## src/design/b32e_pkg.sv

```systemverilog
// Shared types, constants and the alphabet lookup for the base32 encoder.
`timescale 1ns / 1ps

package b32e_pkg;

  localparam int unsigned GroupBytes = 5;
  localparam int unsigned GroupChars = 8;
  localparam int unsigned GroupBits  = 8 * GroupBytes;

  localparam logic [7:0] PadChar   = 8'h3D;
  localparam logic [7:0] AlphaBase = 8'h41;  // 'A'
  localparam logic [7:0] DigitBase = 8'h32;  // '2'
  localparam logic [4:0] AlphaLen  = 5'd26;

  typedef struct packed {
    logic [7:0] data_byte;
    logic       final_byte;
  } in_item_t;

  typedef struct packed {
    logic [7:0] out_char;
    logic       group_last;
    logic       stream_last;
  } out_item_t;

  // One finished group, left aligned, as handed from the front to the back.
  typedef struct packed {
    logic [GroupBits-1:0] bits;
    logic [3:0]           data_cnt;
    logic                 fin;
  } group_t;

  // Maps a 5-bit field onto the alphabet A-Z, 2-7.
  function automatic logic [7:0] sym_char(input logic [4:0] idx);
    logic [7:0] ch;
    if (idx < AlphaLen) begin
      ch = AlphaBase + {3'b000, idx};
    end else begin
      ch = DigitBase + {3'b000, idx - AlphaLen};
    end
    return ch;
  endfunction

  // Number of data characters for a group of n bytes.
  function automatic logic [3:0] data_chars(input logic [2:0] n);
    logic [3:0] cnt;
    case (n)
      3'd1:    cnt = 4'd2;
      3'd2:    cnt = 4'd4;
      3'd3:    cnt = 4'd5;
      3'd4:    cnt = 4'd7;
      3'd5:    cnt = 4'd8;
      default: cnt = 4'd0;
    endcase
    return cnt;
  endfunction

endpackage

```

## src/design/b32e_front.sv

```systemverilog
// Front end: packs input bytes into groups and pushes finished groups.
`timescale 1ns / 1ps

module b32e_front import b32e_pkg::*; (
  input  logic     clk_i,
  input  logic     rst_ni,
  input  logic     push,
  output logic     full,
  input  in_item_t data_i,
  output logic     grp_push_o,
  output group_t   grp_o,
  input  logic     grp_full_i
);

  logic [31:0] group_q, group_d;
  logic [2:0]  held_q, held_d;
  logic [2:0]  held_eff;
  logic [2:0]  n;
  logic [39:0] acc;
  logic [39:0] aligned;
  logic        accept;
  logic        done;

  assign full     = grp_full_i;
  assign accept   = push && !grp_full_i;
  assign held_eff = (held_q > 3'd4) ? 3'd0 : held_q;
  assign n        = held_eff + 3'd1;
  assign acc      = {group_q, data_i.data_byte};
  assign done     = (n == 3'd5) || data_i.final_byte;

  always_comb begin
    case (n)
      3'd1:    aligned = {acc[7:0], 32'h0};
      3'd2:    aligned = {acc[15:0], 24'h0};
      3'd3:    aligned = {acc[23:0], 16'h0};
      3'd4:    aligned = {acc[31:0], 8'h0};
      default: aligned = acc;
    endcase
  end

  assign grp_push_o     = accept && done;
  assign grp_o.bits     = aligned;
  assign grp_o.data_cnt = data_chars(n);
  assign grp_o.fin      = data_i.final_byte;

  always_comb begin
    group_d = group_q;
    held_d  = held_q;
    if (accept) begin
      if (done) begin
        group_d = '0;
        held_d  = '0;
      end else begin
        group_d = acc[31:0];
        held_d  = n;
      end
    end
  end

  always_ff @(posedge clk_i or negedge rst_ni) begin
    if (!rst_ni) begin
      group_q <= '0;
      held_q  <= '0;
    end else begin
      group_q <= group_d;
      held_q  <= held_d;
    end
  end

endmodule

```

## src/design/b32e_gqueue.sv

```systemverilog
// Two-entry queue of finished groups between the front and the back.
`timescale 1ns / 1ps

module b32e_gqueue import b32e_pkg::*; (
  input  logic   clk_i,
  input  logic   rst_ni,
  input  logic   wr_i,
  input  group_t wr_data_i,
  output logic   full_o,
  input  logic   rd_i,
  output group_t rd_data_o,
  output logic   empty_o
);

  group_t     mem_q [2];
  logic       wr_ptr_q, wr_ptr_d;
  logic       rd_ptr_q, rd_ptr_d;
  logic [1:0] cnt_q, cnt_d;
  logic       do_wr;
  logic       do_rd;

  assign full_o    = (cnt_q == 2'd2);
  assign empty_o   = (cnt_q == 2'd0);
  assign do_wr     = wr_i && !full_o;
  assign do_rd     = rd_i && !empty_o;
  assign rd_data_o = mem_q[rd_ptr_q];

  always_comb begin
    wr_ptr_d = do_wr ? !wr_ptr_q : wr_ptr_q;
    rd_ptr_d = do_rd ? !rd_ptr_q : rd_ptr_q;
    cnt_d    = cnt_q + {1'b0, do_wr} - {1'b0, do_rd};
  end

  always_ff @(posedge clk_i) begin
    if (do_wr) begin
      mem_q[wr_ptr_q] <= wr_data_i;
    end
  end

  always_ff @(posedge clk_i or negedge rst_ni) begin
    if (!rst_ni) begin
      wr_ptr_q <= 1'b0;
      rd_ptr_q <= 1'b0;
      cnt_q    <= '0;
    end else begin
      wr_ptr_q <= wr_ptr_d;
      rd_ptr_q <= rd_ptr_d;
      cnt_q    <= cnt_d;
    end
  end

endmodule

```

## src/design/b32e_back.sv

```systemverilog
// Back end: walks a group one character per cycle into the output register while it is free or popped.
`timescale 1ns / 1ps

module b32e_back import b32e_pkg::*; (
  input  logic      clk_i,
  input  logic      rst_ni,
  input  group_t    grp_i,
  input  logic      grp_empty_i,
  output logic      grp_pop_o,
  output logic      empty,
  input  logic      pop,
  output out_item_t data_o
);

  group_t     cur_q;
  logic       busy_q, busy_d;
  logic [2:0] idx_q, idx_d;
  logic       oval_q, oval_d;
  out_item_t  out_q;
  out_item_t  char_d;
  logic       advance;
  logic       last_char;
  logic       load;
  logic [39:0] shifted;

  assign advance   = busy_q && (!oval_q || pop);
  assign last_char = (idx_q == 3'd7);
  assign load      = (!busy_q || (advance && last_char)) && !grp_empty_i;
  assign grp_pop_o = load;

  // Field k sits at bit 35 - 5k of the left aligned group.
  assign shifted = cur_q.bits >> (6'd35 - 6'(idx_q) * 6'd5);

  always_comb begin
    if ({1'b0, idx_q} < cur_q.data_cnt) begin
      char_d.out_char = sym_char(shifted[4:0]);
    end else begin
      char_d.out_char = PadChar;
    end
    char_d.group_last  = last_char;
    char_d.stream_last = last_char && cur_q.fin;
  end

  always_comb begin
    busy_d = busy_q;
    idx_d  = idx_q;
    oval_d = oval_q && !pop;
    if (advance) begin
      oval_d = 1'b1;
      idx_d  = idx_q + 3'd1;
      if (last_char) begin
        busy_d = 1'b0;
      end
    end
    if (load) begin
      busy_d = 1'b1;
      idx_d  = '0;
    end
  end

  always_ff @(posedge clk_i) begin
    if (load) begin
      cur_q <= grp_i;
    end
    if (advance) begin
      out_q <= char_d;
    end
  end

  always_ff @(posedge clk_i or negedge rst_ni) begin
    if (!rst_ni) begin
      busy_q <= 1'b0;
      idx_q  <= '0;
      oval_q <= 1'b0;
    end else begin
      busy_q <= busy_d;
      idx_q  <= idx_d;
      oval_q <= oval_d;
    end
  end

  assign empty  = !oval_q;
  assign data_o = out_q;

  a_idle_idx_zero: assert property (@(posedge clk_i) disable iff (!rst_ni)
    !busy_q |-> (idx_q == 3'd0))
    else $error("character index moved while no group is loaded");

  a_stream_in_group: assert property (@(posedge clk_i) disable iff (!rst_ni)
    (oval_q && out_q.stream_last) |-> out_q.group_last)
    else $error("stream end flagged off a group boundary");

  a_load_after_done: assert property (@(posedge clk_i) disable iff (!rst_ni)
    (busy_q && !(advance && last_char)) |-> !grp_pop_o)
    else $error("new group taken while the current one is unfinished");

endmodule

```

## src/design/base32_encoder.sv

```systemverilog
// Top level of the base32 encoder: byte packer, group queue and serializer.
`timescale 1ns / 1ps
//
//  Channel | Handshake     | Payload              | Transfer when
//  --------+---------------+----------------------+-----------------------
//  input   | push / full   | data_i  (in_item_t)  | push high, full low
//  result  | empty / pop   | data_o  (out_item_t) | pop high, empty low
//
//  A byte is taken in every cycle while the group queue has room. While both
//  queue entries are taken, full is high and every byte waits, closing or not.
//  The serializer gives one character per cycle while the result is popped or
//  the output register is empty, and each group yields eight characters.
//  The two-entry group queue lets the packer run up to two groups ahead of
//  the serializer; full rises only when both entries are taken.
//  Reset is asynchronous and active low; it clears the packer, the queue
//  pointers and the output register's valid bit. There is no clearing pass.
//  A stalled result holds in the output register while the serializer waits.
//
// The port names push, full, empty and pop are fixed by the queue interface.

module base32_encoder import b32e_pkg::*; (
  input  logic      clk_i,
  input  logic      rst_ni,
  input  logic      push,
  output logic      full,
  input  in_item_t  data_i,
  output logic      empty,
  input  logic      pop,
  output out_item_t data_o
);

  // Finished groups leave the packer on grp_push and are held in the queue
  // until the serializer is ready to walk through their eight characters.
  logic   grp_push;
  logic   grp_full;
  logic   grp_pop;
  logic   grp_empty;
  group_t grp_in;
  group_t grp_head;

  b32e_front u_front (
    .clk_i      (clk_i),
    .rst_ni     (rst_ni),
    .push       (push),
    .full       (full),
    .data_i     (data_i),
    .grp_push_o (grp_push),
    .grp_o      (grp_in),
    .grp_full_i (grp_full)
  );

  b32e_gqueue u_gqueue (
    .clk_i     (clk_i),
    .rst_ni    (rst_ni),
    .wr_i      (grp_push),
    .wr_data_i (grp_in),
    .full_o    (grp_full),
    .rd_i      (grp_pop),
    .rd_data_o (grp_head),
    .empty_o   (grp_empty)
  );

  // The serializer owns the output register, so a result waiting on pop
  // blocks the packer from taking further bytes only once the group queue is full.
  b32e_back u_back (
    .clk_i       (clk_i),
    .rst_ni      (rst_ni),
    .grp_i       (grp_head),
    .grp_empty_i (grp_empty),
    .grp_pop_o   (grp_pop),
    .empty       (empty),
    .pop         (pop),
    .data_o      (data_o)
  );

endmodule

```

## config.mk

```make
export PLATFORM = sky130hd
export DESIGN_NAME = base32_encoder
export DESIGN_NICKNAME = d
export VERILOG_FILES = /design/src/design/b32e_pkg.sv /design/src/design/b32e_front.sv /design/src/design/b32e_gqueue.sv /design/src/design/b32e_back.sv /design/src/design/base32_encoder.sv
export SDC_FILE = /design/constraint.sdc
export NUM_CORES = 1
export LEC_CHECK = 0
export ABC_CLOCK_PERIOD_IN_PS = 9050
export BUFFER_PORTS_ARGS = -buffer_cell sky130_fd_sc_hd__buf_2
export CAP_MARGIN = 40
export CORE_MARGIN = 3
export CORE_UTILIZATION = 65
export CTS_CLUSTER_DIAMETER = 40
export DETAILED_ROUTE_END_ITERATION = 7
export PLACE_DENSITY = 0.83
export SLEW_MARGIN = 5
export SYNTH_ARGS = -nofsm -noshare
export SYNTH_HDL_FRONTEND = slang
export SYNTH_SLANG_ARGS = --single-unit
export TNS_END_PERCENT = 100
```

## constraint.sdc

```tcl
create_clock -name clk_i -period 9.05 [get_ports clk_i]
set_input_delay 1.81 -clock clk_i [delete_from_list [all_inputs] [get_ports clk_i]]
set_output_delay 1.81 -clock clk_i [all_outputs]
set_load 0.01 [all_outputs]
```

==> results of run 1 <==
## layout by cell type, fill, tap and decap left out, types with 5 or more instances in the layout
| cell | synthesis | routed |
|---|---|---|
| clkbuf_16 | 0 | 17 |
| a22oi_1 | 9 | 9 |
| dfrtp_1 | 44 | 43 |
| and2_1 | 8 | 7 |
| nand2_1 | 72 | 72 |
| o21ai_0 | 9 | 9 |
| nor2_1 | 39 | 39 |
| a222oi_1 | 16 | 16 |
| mux4_2 | 36 | 36 |
| ha_1 | 18 | 18 |
| mux2_2 | 46 | 46 |
| a221oi_1 | 8 | 8 |
| a22o_1 | 36 | 36 |
| and3_1 | 9 | 9 |
| xor2_1 | 5 | 5 |
| buf_2 | 6 | 23 |
| nand3_1 | 13 | 13 |
| edfxtp_1 | 144 | 144 |
| inv_1 | 15 | 15 |
| a21oi_1 | 18 | 17 |
| buf_4 | 3 | 9 |
| mux2i_1 | 17 | 17 |
| nand2b_1 | 6 | 6 |
| nor2b_1 | 5 | 5 |
## report_power, final
group | total [mW] | internal, mW | leakage [nW] | switching, mW
Combinational | 1.92 | 0.814 | 1.69 | 1.10
Sequential | 1.31 | 1.20 | 1.91 | 0.112
Clock | 0.743 | 0.434 | 0.284 | 0.310
Total | 3.98 | 2.45 | 3.89 | 1.53
## worst reg2reg max path, stage by stage (launching register included)
cell and delay (ps):
dfrtp_1 440, ha_1 570, fa_1 1200, mux4_2 380
a22o_1 140, o22ai_1 90, o32ai_2 320, inv_1 140
ha_1 300, a2111o_1 380, xnor2_1 180, o21ai_0 120
## state kept, by name (all words and copies together) (netlist names)
register	count
u_back.busy_q	1
u_back.cur_q	45
u_back.data_o	9
u_back.idx_q	3
u_back.oval_q	1
u_front.group_q	32
u_front.held_q	3
u_gqueue.cnt_q	2
u_gqueue.mem_q	90
u_gqueue.rd_ptr_q	1
u_gqueue.wr_ptr_q	1
## stage by stage
| step | hold WS (ps) | instance area [um^2] |
|---|---|---|
| after floorplan | 456 | 9290 |
| after global placement | 475 | 9500 |
| after detailed placement | 490 | 9570 |
| after CTS | 498 | 10200 |
| after global routing | 524 | 10200 |
| final | 504 | 10200 |
## cells by family after synthesis
kind of cell | count (synthesis) | share of synthesized area
compound gates | 119 | 0.105
simple gates | 170 | 0.0839
flops | 188 | 0.584
xor+xnor | 9 | 0.00848
buf+inv | 63 | 0.0303
other cells | 1 | 0.000404
fa+ha+maj | 19 | 0.0264
mux | 99 | 0.161
## worst max path at each step
stage                                endpoint  cells after the start  slack (ps)                        start
2_1_floorplan  u_gqueue.mem_q[0][0]$_DFFE_PP_                      4        3130                         push
3_3_place_gp   u_back.data_o[4]$_SDFFCE_PP1P_                      9        4770  u_back.idx_q[2]$_DFFE_PN0P_
3_5_place_dp   u_back.data_o[4]$_SDFFCE_PP1P_                     11        4600  u_back.idx_q[2]$_DFFE_PN0P_
4_1_cts        u_back.data_o[4]$_SDFFCE_PP1P_                     11        4610  u_back.idx_q[2]$_DFFE_PN0P_
5_1_grt        u_back.data_o[4]$_SDFFCE_PP1P_                     11        4270  u_back.idx_q[2]$_DFFE_PN0P_
6_report       u_back.data_o[2]$_SDFFCE_PP1P_                     11        4530  u_back.idx_q[2]$_DFFE_PN0P_
## metal layers
layer | part of all wire | vias up | routed length [um]
met3 | 0.071 | 41 | 1400
met2 | 0.50 | 283 | 9840
met5 | 0 | - | 0
li1 | - | 2611 | -
met1 | 0.41 | 2957 | 8050
met4 | 0.022 | 0 | 431
## final cells by class
class	count	area (um^2)
repair buffers	35	250
inverters	15	56.3
multi-input cells	417	3610
clock buffers	17	425
flip-flops and latches	188	5430
fillers	849	3770
well taps	180	225
clock inverters	15	171
==> out/results.tsv, run 1 <==
stage	metric	value	unit
cts	clock_path_buffers	2	
critical_path	arrival	4690	ps
die	core	0.0139	mm^2
sta	timing.final.crit_period	4520	ps
detailed_routing	dr.pass1.iters	7	
min_path	worst_hold_path_type	reg2reg	
logic_synthesis	ys_ff_latch	188	
logic_synthesis	ys.flop_type	edfxtp_1	
placed_design	portBuffers	23	
logic_synthesis	synth_commonest_cells	edfxtp_1, nand2_1, mux2_2, dfrtp_1, nor2_1	
placed_design	post-dp-hpwl	13.0	mm
logic_synthesis	syn_area_per_cell	13.9	um^2
die	die_area	0.0158	mm^2
global_route	grt_use_met1	0.365	
placed_design	dpl.cell_count	835	
placed_design	gp_congestion	0.924	
logic_synthesis	netlist_area	0.00929	mm^2
finish	nNetsFinal	706	
pwr	power	3.98	mW
global_route	grtUsageTotal	0.261	
min_path	min_from	u_gqueue.cnt_q[1]$_DFF_PN0_	
detailed_routing	first_iter_violations	662	
sta	tightest_slew	860	ps
die	fp.dieH	126	um
logic_synthesis	synth_area_leaders	edfxtp_1, dfrtp_1, mux4_2	
cts	post_cts_buffers	0	
critical_path	cpPeakStageDelay	1190	ps
cts	clkLatencyLatePin	430	ps
critical_path	path_delay_family	adder cells	
finish	final_layout_size_suffix_gt1_frac	0.231	
min_path	whs_path_depth	1	
global_route	grtUsageMet3	0.0538	
cts	htree_levels	4	
cts	cts_root_buf	clkbuf_16	
critical_path	crit_top_cell	ha_1	
cts	cts.sinks	188	
finish	syn_to_final_growth	9.37	%
cts	cts_inserted_buffers	17	
sta	tns	0	ps
global_route	grt_pass1_wl	31.8	mm
critical_path	path_cells	ha_1 -> fa_1 -> mux4_2 -> a22o_1 -> o22ai_1 -> o32ai_2 -> inv_1 -> ha_1 -> a2111o_1 -> xnor2_1 -> o21ai_0	
die	boundaryPins	25	
placed_design	dpl_worst_slack	4600	ps
sta	clock_skew	10.2	ps
critical_path	start_kind	flip-flop	
cts	cts_resized	0	
global_route	grt_busiest_layer	met2	
sta	period_share	0.500	
detailed_routing	drt-total-wl	19.7	mm
finish	antenna_cells	0	
min_path	min_to	u_gqueue.cnt_q[1]$_DFF_PN0_	
logic_synthesis	netlist_instances	668	
sta	max_freq	221	MHz
sta	slew_violations	0	
logic_synthesis	synth_cell_types	62	
global_route	overflow	0	
sta	layout_setup_ws	4530	ps
logic_synthesis	yosysWarnings	0	
sta	rsz0062_at_grt	no	
pwr	peakVddDrop	0.251	mV
outcome	status	finished, final reports clean	
critical_path	critical_path_class	reg2reg	
cts	cts_tree	done	
detailed_routing	final_antenna_net_count	0	
critical_path	r2r_cells	11	
logic_synthesis	syn_nets	700	
detailed_routing	via_per_inst	6.80	
finish	fin_cells	867	
critical_path	required	9210	ps
critical_path	crit_path_top_delay_cell	fa_1	
sta	finalSetupViolations	0	
global_route	grt_pass1_vias	5785	
run	maxCapViolations	0	
finish	final_core_util	0.729	
logic_synthesis	ys_seq_area_frac	0.584	
global_route	grt_use_met2	0.416	
critical_path	crit_buf_inv	1	
die	initial_utilization	0.667	
die	fp-row-count	43	
logic_synthesis	async_flop_share	0.234	
sta	slew_headroom	0.426	
global_route	grt_max_degree	55	
critical_path	cp_max_fo	21	
logic_synthesis	synth_top_area_frac	0.465	
die	die_width	126	um
critical_path	timing.rr.start	u_back.idx_q[2]$_DFFE_PN0P_	
critical_path	rrSetupSlack	4530	ps
critical_path	end_kind	flip-flop	
logic_synthesis	synthMostInstantiatedCell	edfxtp_1	
global_route	antenna_found_initial	0	
detailed_routing	num_vias	5892	
sta	finalHoldViolCount	0	
logic_synthesis	synth_edf_count	144	
pwr	power_density	391	mW/mm^2
pwr	power_leakage	3.89	nW
detailed_routing	wl_per_cell	22.8	um
cts	cts.clk_slew.worst_paths	70	ps
critical_path	timing.rr.end	u_back.data_o[2]$_SDFFCE_PP1P_	
logic_synthesis	synth_area_leader_cell	edfxtp_1	
detailed_routing	drc	0	
cts	cts_hold_buf	0	
Power figures use the tool's default switching activity.
==> run 2: changes to the inputs <==
ABC_AREA = 1   (was default)
ABC_CLOCK_PERIOD_IN_PS = 3800   (was 9050)
CORE_UTILIZATION = 57   (was 65)
PLACE_DENSITY = 0.77   (was 0.83)
clock period = 3.8 ns   (was 9.05 ns; I/O delays follow)
==> run 2 against run 1 <==
- synthesized area up 0.28%
- first-iteration DRC count is 29% higher
- maximum frequency is 30% higher
- via count grew 17%
- sequential share of layout area fell by 0.12 points
- cell count increased by 44%
- critical path depth is 7 higher
- highest routed layer unchanged
- synthesized cell count is 51% higher
- clock skew is 2.2 ps lower
- utilization fell by 9.1 points
==> out/results.tsv, run 2 <==
stage	metric	value	unit
detailed_routing	drc	0	
critical_path	crit_buf_inv	4	
global_route	antenna_found_initial	0	
critical_path	critical_path_class	reg2reg	
sta	rsz0062_at_grt	no	
logic_synthesis	synth_edf_count	144	
global_route	overflow	0	
logic_synthesis	netlist_area	0.00932	mm^2
sta	clock_skew	8.03	ps
global_route	grt_pass1_wl	32.1	mm
global_route	grt_max_degree	65	
cts	cts_hold_buf	0	
logic_synthesis	synth_commonest_cells	nand2_1, edfxtp_1, nand3_1, inv_1	
finish	nNetsFinal	1053	
sta	slew_violations	0	
critical_path	path_cells	ha_1 -> fa_1 -> inv_1 -> nor2_1 -> inv_1 -> nor2_1 -> nor2_1 -> nand2_1 -> nand3_1 -> nand2_2 -> inv_1 -> ha_1 -> inv_1 -> nand3_2 -> nor2_4 -> nor2_1 -> nand2_1 -> nand2_1	
detailed_routing	wl_per_cell	15.5	um
die	fp.dieH	134	um
logic_synthesis	syn_area_per_cell	9.23	um^2
logic_synthesis	yosysWarnings	0	
placed_design	dpl.cell_count	1218	
logic_synthesis	synthMostInstantiatedCell	nand2_1	
placed_design	portBuffers	23	
sta	period_share	0.915	
finish	syn_to_final_growth	9.29	%
cts	post_cts_buffers	0	
die	die_width	134	um
cts	clkLatencyLatePin	430	ps
cts	cts_root_buf	clkbuf_16	
pwr	clkPwrFrac	0.174	
sta	finalSetupViolations	0	
detailed_routing	num_vias	6922	
detailed_routing	final_antenna_net_count	0	
finish	largest_reg_flops	90	
sta	timing.final.crit_period	3480	ps
critical_path	crit_path_top_delay_cell	fa_1	
cts	cts_resized	0	
logic_synthesis	ys.flop_type	edfxtp_1	
cts	cts.sinks	188	
sta	finalHoldViolCount	0	
detailed_routing	first_iter_violations	852	
critical_path	cpPeakStageDelay	640	ps
logic_synthesis	syn_nets	1041	
critical_path	path_delay_family	simple AND/OR/NAND/NOR gates	
finish	final_common_cell	nand2_1	
global_route	grtUsageTotal	0.228	
die	core	0.0159	mm^2
logic_synthesis	ys_ff_latch	188	
logic_synthesis	ys_seq_area_frac	0.582	
finish	finalInstanceArea	0.0102	mm^2
pwr	p_comb_frac	0.495	
logic_synthesis	synth_top_area_frac	0.464	
cts	cts_tree	done	
critical_path	end_kind	flip-flop	
logic_synthesis	synth_area_leaders	edfxtp_1, nand2_1, dfrtp_1	
sta	tightest_slew	811	ps
pwr	power_leakage	4.38	nW
cts	htree_levels	4	
pwr	p_int	5.42	mW
logic_synthesis	netlist_instances	1009	
pwr	p_sw	4.30	mW
placed_design	dpl_cell_area	0.00962	mm^2
finish	top_regs	u_gqueue.mem_q: 90 flops, u_back.cur_q: 45 flops, u_front.group_q: 32 flops	
die	boundaryPins	25	
cts	clock_path_buffers	2	
finish	antenna_cells	0	
sta	max_freq	288	MHz
logic_synthesis	async_flop_share	0.234	
outcome	status	finished, final reports clean	
sta	slew_headroom	0.453	
critical_path	cp_max_fo	7	
detailed_routing	via_per_inst	5.54	
placed_design	post-dp-hpwl	13.6	mm
placed_design	gp_congestion	0.933	
critical_path	required	4000	ps
critical_path	arrival	3680	ps
pwr	seqPwrFrac	0.331	
pwr	power_density	955	mW/mm^2
critical_path	start_kind	flip-flop	
detailed_routing	drt-total-wl	19.4	mm
finish	fin_cells	1250	
die	die_area	0.0179	mm^2
finish	largest_register	u_gqueue.mem_q	
run	maxCapViolations	0	
die	fp-row-count	46	
finish	final_cell_mix	nand2_1, edfxtp_1, nand3_1	
pwr	swShare	0.442	
cts	cts_inserted_buffers	17	
min_path	worst_hold_path_type	in2async	
die	initial_utilization	0.584	
cts	cts.clk_slew.worst_paths	70	ps
finish	final_layout_size_suffix_gt1_frac	0.0967	
logic_synthesis	synth_area_leader_cell	edfxtp_1	
global_route	grt_pass1_vias	6484	
sta	tns	0	ps
pwr	peakVddDrop	0.467	mV
logic_synthesis	synth_cell_types	42	
detailed_routing	dr.pass1.iters	5	
==> run 2: logic make-up after synthesis <==
| kind of cell | count (synthesis) | synth area share |
|---|---|---|
| DFF | 188 | 0.582 |
| adders and majority gates | 19 | 0.0263 |
| muxes | 1 | 0.00107 |
| xor gates and xnor gates | 5 | 0.00752 |
| other | 1 | 0.000402 |
| and+or+nand+nor | 518 | 0.232 |
| AOI/OAI and AO/OA | 137 | 0.0842 |
| buffers and inverters | 140 | 0.0661 |
==> run 2: cell type report <==
cell class                      instances  area, um^2
Inverter                               92         348
Sequential cell                       188        5430
Clock inverter                         15         136
Fill cell                            1267        5760
Clock buffer                           17         425
Multi-Input combinational cell        681        3300
Timing Repair Buffer                   41         275
Tap cell                              216         270
==> run 2: worst register-to-register path, stage by stage, from the launching register on <==
cell and delay [ps]:
dfrtp_1 540, ha_1 330, fa_1 640, inv_1 90, nor2_1 240, inv_1 140
nor2_1 120, nor2_1 50, nand2_1 50, nand3_1 110, nand2_2 160, inv_1 80
ha_1 200, inv_1 60, nand3_2 120, nor2_4 170, nor2_1 60, nand2_1 60
nand2_1 40
==> run 2: path summary, 6_finish.rpt <==
kind / depth (start not counted) / endpoint / start / slack (ps)
max: 18 / u_back.data_o[5]$_SDFFCE_PP1P_ / u_back.idx_q[2]$_DFFE_PN0P_ / 320
min: 1 / u_front.held_q[1]$_DFFE_PN0P_ / rst_ni / 210
max reg2reg: 18 / u_back.data_o[5]$_SDFFCE_PP1P_ / u_back.idx_q[2]$_DFFE_PN0P_ / 320
min reg2reg: 2 / u_back.oval_q$_DFF_PN0_ / u_back.busy_q$_DFFE_PN0P_ / 480
max in group asynchronous: 2 / u_front.group_q[29]$_DFFE_PN0P_ / rst_ni / 3110
min in group clk_i: 2 / u_back.oval_q$_DFF_PN0_ / u_back.busy_q$_DFFE_PN0P_ / 480
==> run 2: power by group through the flow <==
| stage | registers (mW) | clock network (mW) | logic (mW) |
|---|---|---|---|
| after floorplan | 3.23 | 0 | 3.72 |
| after global placement | 3.24 | 0 | 4.71 |
| after detailed placement | 3.26 | 0 | 4.76 |
| after CTS | 3.22 | 1.71 | 4.78 |
| after global routing | 3.26 | 1.81 | 5.46 |
| final | 3.22 | 1.70 | 4.81 |
==> run 2: metal layers <==
metal | wire [um] | share of wire | vias to the layer above | track usage
met1 | 8430 | 0.43 | 3199 | 0.313
met3 | 1200 | 0.062 | 44 | 0.0458
met4 | 581 | 0.030 | 0 | 0.103
li1 | - | - | 3413 | -
met5 | 0 | 0 | - | 0
met2 | 9190 | 0.47 | 266 | 0.357
==> run 2: through the flow <==
stage / util / hold WS (ps) / total power, mW / setup slack (ps)
2_1_floorplan: - / 448 / 6.95 / 132
3_3_place_gp: 0.602 / 452 / 7.95 / 402
3_5_place_dp: 0.604 / 467 / 8.01 / 335
4_1_cts: 0.639 / 202 / 9.71 / 338
5_1_grt: 0.639 / 217 / 10.5 / 33.8
6_report: 0.639 / 207 / 9.73 / 323
